## config.mk

```make
export PLATFORM = sky130hd
export DESIGN_NAME = lgg_row_line
export DESIGN_NICKNAME = d
export VERILOG_FILES = /design/src/design/lgg_pkg.sv /design/src/design/lgg_cell.sv /design/src/design/lgg_row_line.sv
export SDC_FILE = /design/constraint.sdc
export NUM_CORES = 1
export LEC_CHECK = 0
export CAP_MARGIN = 20
export CORE_MARGIN = 2
export CORE_UTILIZATION = 52
export DETAILED_ROUTE_END_ITERATION = 10
export DONT_BUFFER_PORTS = 1
export GPL_TIMING_DRIVEN = 0
export PLACE_DENSITY = 0.76
export SETUP_SLACK_MARGIN = 0.15
export SLEW_MARGIN = 20
export SYNTH_ARGS = -nofsm -noshare
export SYNTH_HDL_FRONTEND = slang
export SYNTH_HIERARCHICAL = 1
export SYNTH_SLANG_ARGS = --single-unit
```

## constraint.sdc

```tcl
create_clock -name clk -period 3.1 [get_ports clk]
set_input_delay 0.62 -clock clk [delete_from_list [all_inputs] [get_ports clk]]
set_output_delay 0.62 -clock clk [all_outputs]
set_load 0.01 [all_outputs]
```

## src/design/lgg_pkg.sv

```systemverilog
`timescale 1ns / 1ps

package lgg_pkg;

  // Grid geometry
  localparam int MAX_ROWS = 64;
  localparam int MAX_COLS = 64;
  localparam int CELLS    = MAX_ROWS * MAX_COLS;
  localparam int ADDR_W   = $clog2(CELLS);

  // Field widths
  localparam int FUNC_W  = 2;
  localparam int COORD_W = 6;
  localparam int DIM_W   = 7;
  localparam int COUNT_W = 13;
  localparam int PROD_W  = COORD_W + DIM_W;

  // Sweep step counter covers the line fill plus every store entry
  localparam int STEP_W = $clog2(CELLS + MAX_COLS + 3);

  // Configuration port
  localparam int CFG_INDEX_W = 1;
  localparam int CFG_DATA_W  = DIM_W;
  localparam logic [CFG_INDEX_W-1:0] REG_GRID_ROWS = 1'b0;
  localparam logic [CFG_INDEX_W-1:0] REG_GRID_COLS = 1'b1;
  localparam int GRID_ROWS_RESET = 64;
  localparam int GRID_COLS_RESET = 64;

  // Function codes; any other code reads
  localparam logic [FUNC_W-1:0] FUNC_TOGGLE  = 2'd0;
  localparam logic [FUNC_W-1:0] FUNC_ADVANCE = 2'd1;
  localparam logic [FUNC_W-1:0] FUNC_READ    = 2'd2;

  typedef struct packed {
    logic [FUNC_W-1:0]  func;
    logic [COORD_W-1:0] cell_row;
    logic [COORD_W-1:0] cell_col;
  } lgg_req_t;

  typedef struct packed {
    logic               cell_alive;
    logic [COUNT_W-1:0] live_total;
    logic               status;
  } lgg_res_t;

  // Write side of one cell bank
  typedef struct packed {
    logic [ADDR_W-1:0] addr;
    logic              data;
  } lgg_wr_t;

endpackage

```

## src/design/lgg_cell.sv

```systemverilog
`timescale 1ns / 1ps

// One stage of a row delay line: load the entry bit or take the neighbor's bit
module lgg_cell (
  input  logic clk,
  input  logic prev,
  input  logic din,
  input  logic inject,
  output logic q
);

  always_ff @(posedge clk) begin
    q <= inject ? din : prev;
  end

endmodule

```

## src/design/lgg_row_line.sv

```systemverilog
`timescale 1ns / 1ps

// Row delay line: the stream enters the chain cols cells
// before its end and moves one cell per cycle.
module lgg_row_line (
  input  logic                      clk,
  input  logic                      din,
  input  logic [lgg_pkg::DIM_W-1:0] cols,
  output logic                      dout
);
  import lgg_pkg::*;

  logic [MAX_COLS-1:0] tap;
  logic [DIM_W-1:0]    entry;

  // Pick the entry cell from the column count
  assign entry = DIM_W'(MAX_COLS) - cols;

  for (genvar k = 0; k < MAX_COLS; k++) begin : g_cell
    logic prev;
    logic inject;
    if (k == 0) begin : g_head
      assign prev = 1'b0;
    end else begin : g_body
      assign prev = tap[k-1];
    end
    assign inject = (entry == DIM_W'(k));
    lgg_cell u_cell (
      .clk    (clk),
      .prev   (prev),
      .din    (din),
      .inject (inject),
      .q      (tap[k])
    );
  end

  assign dout = tap[MAX_COLS-1];

endmodule

```

==> metrics <==
PortBufs 0; arrival time at the worst endpoint approximately 1.9 ns; Hold Crit Start din; Die Area ~6100 um2; mean number of vias per cell approximately 5.4; share of the clock period used by the worst path 54.9%; Worst VDD drop between 300 and 400 uV; die height between 70 and 80 um; Synth Warn # 6; Final GP Congestion about 0.74; Worst setup EP type flop; family with the most delay on the worst path simple AND/OR/NAND/NOR gates; Top Registers g_cell.u_cell/q: 64 flops; CP Cell Sequence buf_2 -> nand3b_2 -> buf_2 -> nor3_1 -> mux2_4; Final Skew 0.00692 ns; # diodes 0; Slew @ Worst Pin around 0.54 ns; Antenna Nets Post-Route 0; syn nets 240; layout cell share with drive strength beyond 1 a little over 40%; HP Class in -> reg; Worst Path Buf+Inv 2; endpoints failing hold 0; Starting Density 52.9%; cell repeated most along the worst path buf_2; largest net degree at the start of global routing between 60 and 70; library cells used by synthesis 23; CP max FO 10; Slowest-stage cell, CP nor3_1; CP Class in -> reg; Final TNS setup 0 ns; htree depth 3; dpl hpwl 3180 um; number of global-route vias before repair between 1500 and 2000; I/O pin cnt 10; cell row count 27; Layout area overhead 10.6%; slew margin rel. a little under two thirds; Critical R2R Launch g_cell[32].u_cell/q; Reg2Reg Setup Slack approximately 2.4 ns; clk sink count 64; leak pwr about 1.2 nW; Yosys reg bits 64; initial DRC count 85; Total GRT Usage a little under a fifth; via count between 1500 and 2000; Post-Route WL between 5000 and 6000 um; post-synthesis instance area between 2000 and 3000 um2; Avg Cell Area, Syn between 10 and 15 um2; post-cts resize count 0; number of fill cells roughly 440; # DRC 0; Max Freq about 0.6 GHz; dpl cell area 2970 um2; largest reg by FF count g_cell.u_cell/q; Hold Buf Count CTS 0; r2r endpoint g_cell[33].u_cell/q; Clk Latency, worst-skew pair 0.34 ns; Final min period between 1.5 and 2 ns; first-pass GRT wire length 8520 um; post-CTS setup repair buffer count 0; Worst Path Required about 3.3 ns; max reg flops 64; Max-cap violations 0; CTS Buf Count 9; clk buf depth 2; Startpoint Class input port; post-synthesis sequential area ratio about 45%; RSZ-0062 raised after global routing no; hold path depth 1; Max stage delay on crit path approximately 0.33 ns; Total Nets Final approximately 250; clock root buffer clkbuf_8; Hold Path End g_cell[22].u_cell/q; routed wire length per instance 16.1 um; 1st-pass router iterations 4; max-slew violations 0; CTS tree built; Pwr per Cell Area about 600 nW/um2; Synth Instances ~230; status completed; core area 5440 um2; die width roughly 78 um; antenna violations before repair 0; FF-to-FF path depth 1; final instance area 3180 um2; Clock Pin Slew Worst Setup and Hold Paths 0.07 ns; Overflow after GRT 0; setup violators final 0
## synthesized netlist by cell type
master	number	share of area, %
clkbuf_1	7	0.91
nand2_1	2	0.26
or4b_4	2	0.96
mux2_4	64	33
or4_1	1	0.26
nand3b_2	1	0.39
or2_2	2	0.43
buf_2	7	1.2
or4_4	1	0.39
nor3_2	7	2.4
nand3b_1	1	0.26
dfxtp_1	64	45
conb_1	1	0.13
or3b_1	3	0.91
nand4b_1	1	0.30
nor3_1	37	6.4
or4b_1	1	0.35
nor2_1	17	2.2
nand2b_1	4	0.87
nand4bb_1	2	0.78
buf_6	3	1.2
nor4b_2	2	1.0
nor4b_1	1	0.30
## worst max path at each step
stage | start | to | slack, ns | cells past startpoint
after floorplan | cols[0] | g_cell[62].u_cell/q | 1.21 | 4
after global placement | cols[4] | g_cell[1].u_cell/q | 1.06 | 5
after detailed placement | cols[4] | g_cell[1].u_cell/q | 1.08 | 5
after CTS | cols[4] | g_cell[1].u_cell/q | 1.44 | 5
after global routing | cols[4] | g_cell[1].u_cell/q | 1.35 | 5
final | cols[4] | g_cell[1].u_cell/q | 1.40 | 5
## layer usage
metal / up-vias / wire [um] / track usage (%)
li1: 843 / - / -
met1: 843 / 2680 / 25.5
met2: 32 / 2130 / 26.0
met3: 7 / 265 / 8.62
met4: 0 / 61 / 5.26
met5: - / 0 / 0
## per-stage QoR
step	hold WS, ns	power (W)	setup slack [ns]	instances	util [%]
3_5_place_dp	0.444	0.00119	1.08	303	54.5
3_3_place_gp	0.438	0.00118	1.06	303	54.5
5_1_grt	0.396	0.00202	1.35	319	58.5
2_1_floorplan	0.437	0.00115	1.21	231	-
6_report	0.415	0.00195	1.40	319	58.5
4_1_cts	0.402	0.00197	1.44	319	58.5
## cell families after synthesis
kind of cell  synth area share, %
buf+inv                      3.31
flops                        44.5
mux                          33.4
other cells                 0.130
simple gates                 18.6
## where the power goes
part	leakage (nW)	switching, W	total (W)	internal (W)
logic	0.570	0.0000680	0.000214	0.000146
clock network	0.108	0.000303	0.000778	0.000474
registers	0.538	0.0000325	0.000958	0.000926
total	1.21	0.000404	0.00195	0.00155
## area by class of cell
| cell class | instances | area (um2) | share of cell area [%] |
|---|---|---|---|
| Multi-Input combinational cell | 150 | 1500 | 47.2 |
| Tap cell | 72 | 90.1 | 2.83 |
| Buffer | 17 | 95.1 | 2.99 |
| Clock inverter | 3 | 65.1 | 2.05 |
| Clock buffer | 13 | 149 | 4.68 |
| Sequential cell | 64 | 1280 | 40.3 |
## placed cells by master, fill, tap and decap left out, types with 2 or more instances in the layout
master and instances:
bufinv_16 2, dfxtp_1 64, mux2_4 64, or4b_4 2, or2_2 2, nor4b_2 2, nor3_2 7, nand2_1 2
nor2_1 17, or3b_1 3, nand2b_1 4, buf_6 3, buf_2 7, nand4bb_1 2, clkbuf_1 10, nor3_1 37
clkbuf_8 10
Note: power is estimated with default switching activity, not from simulation.
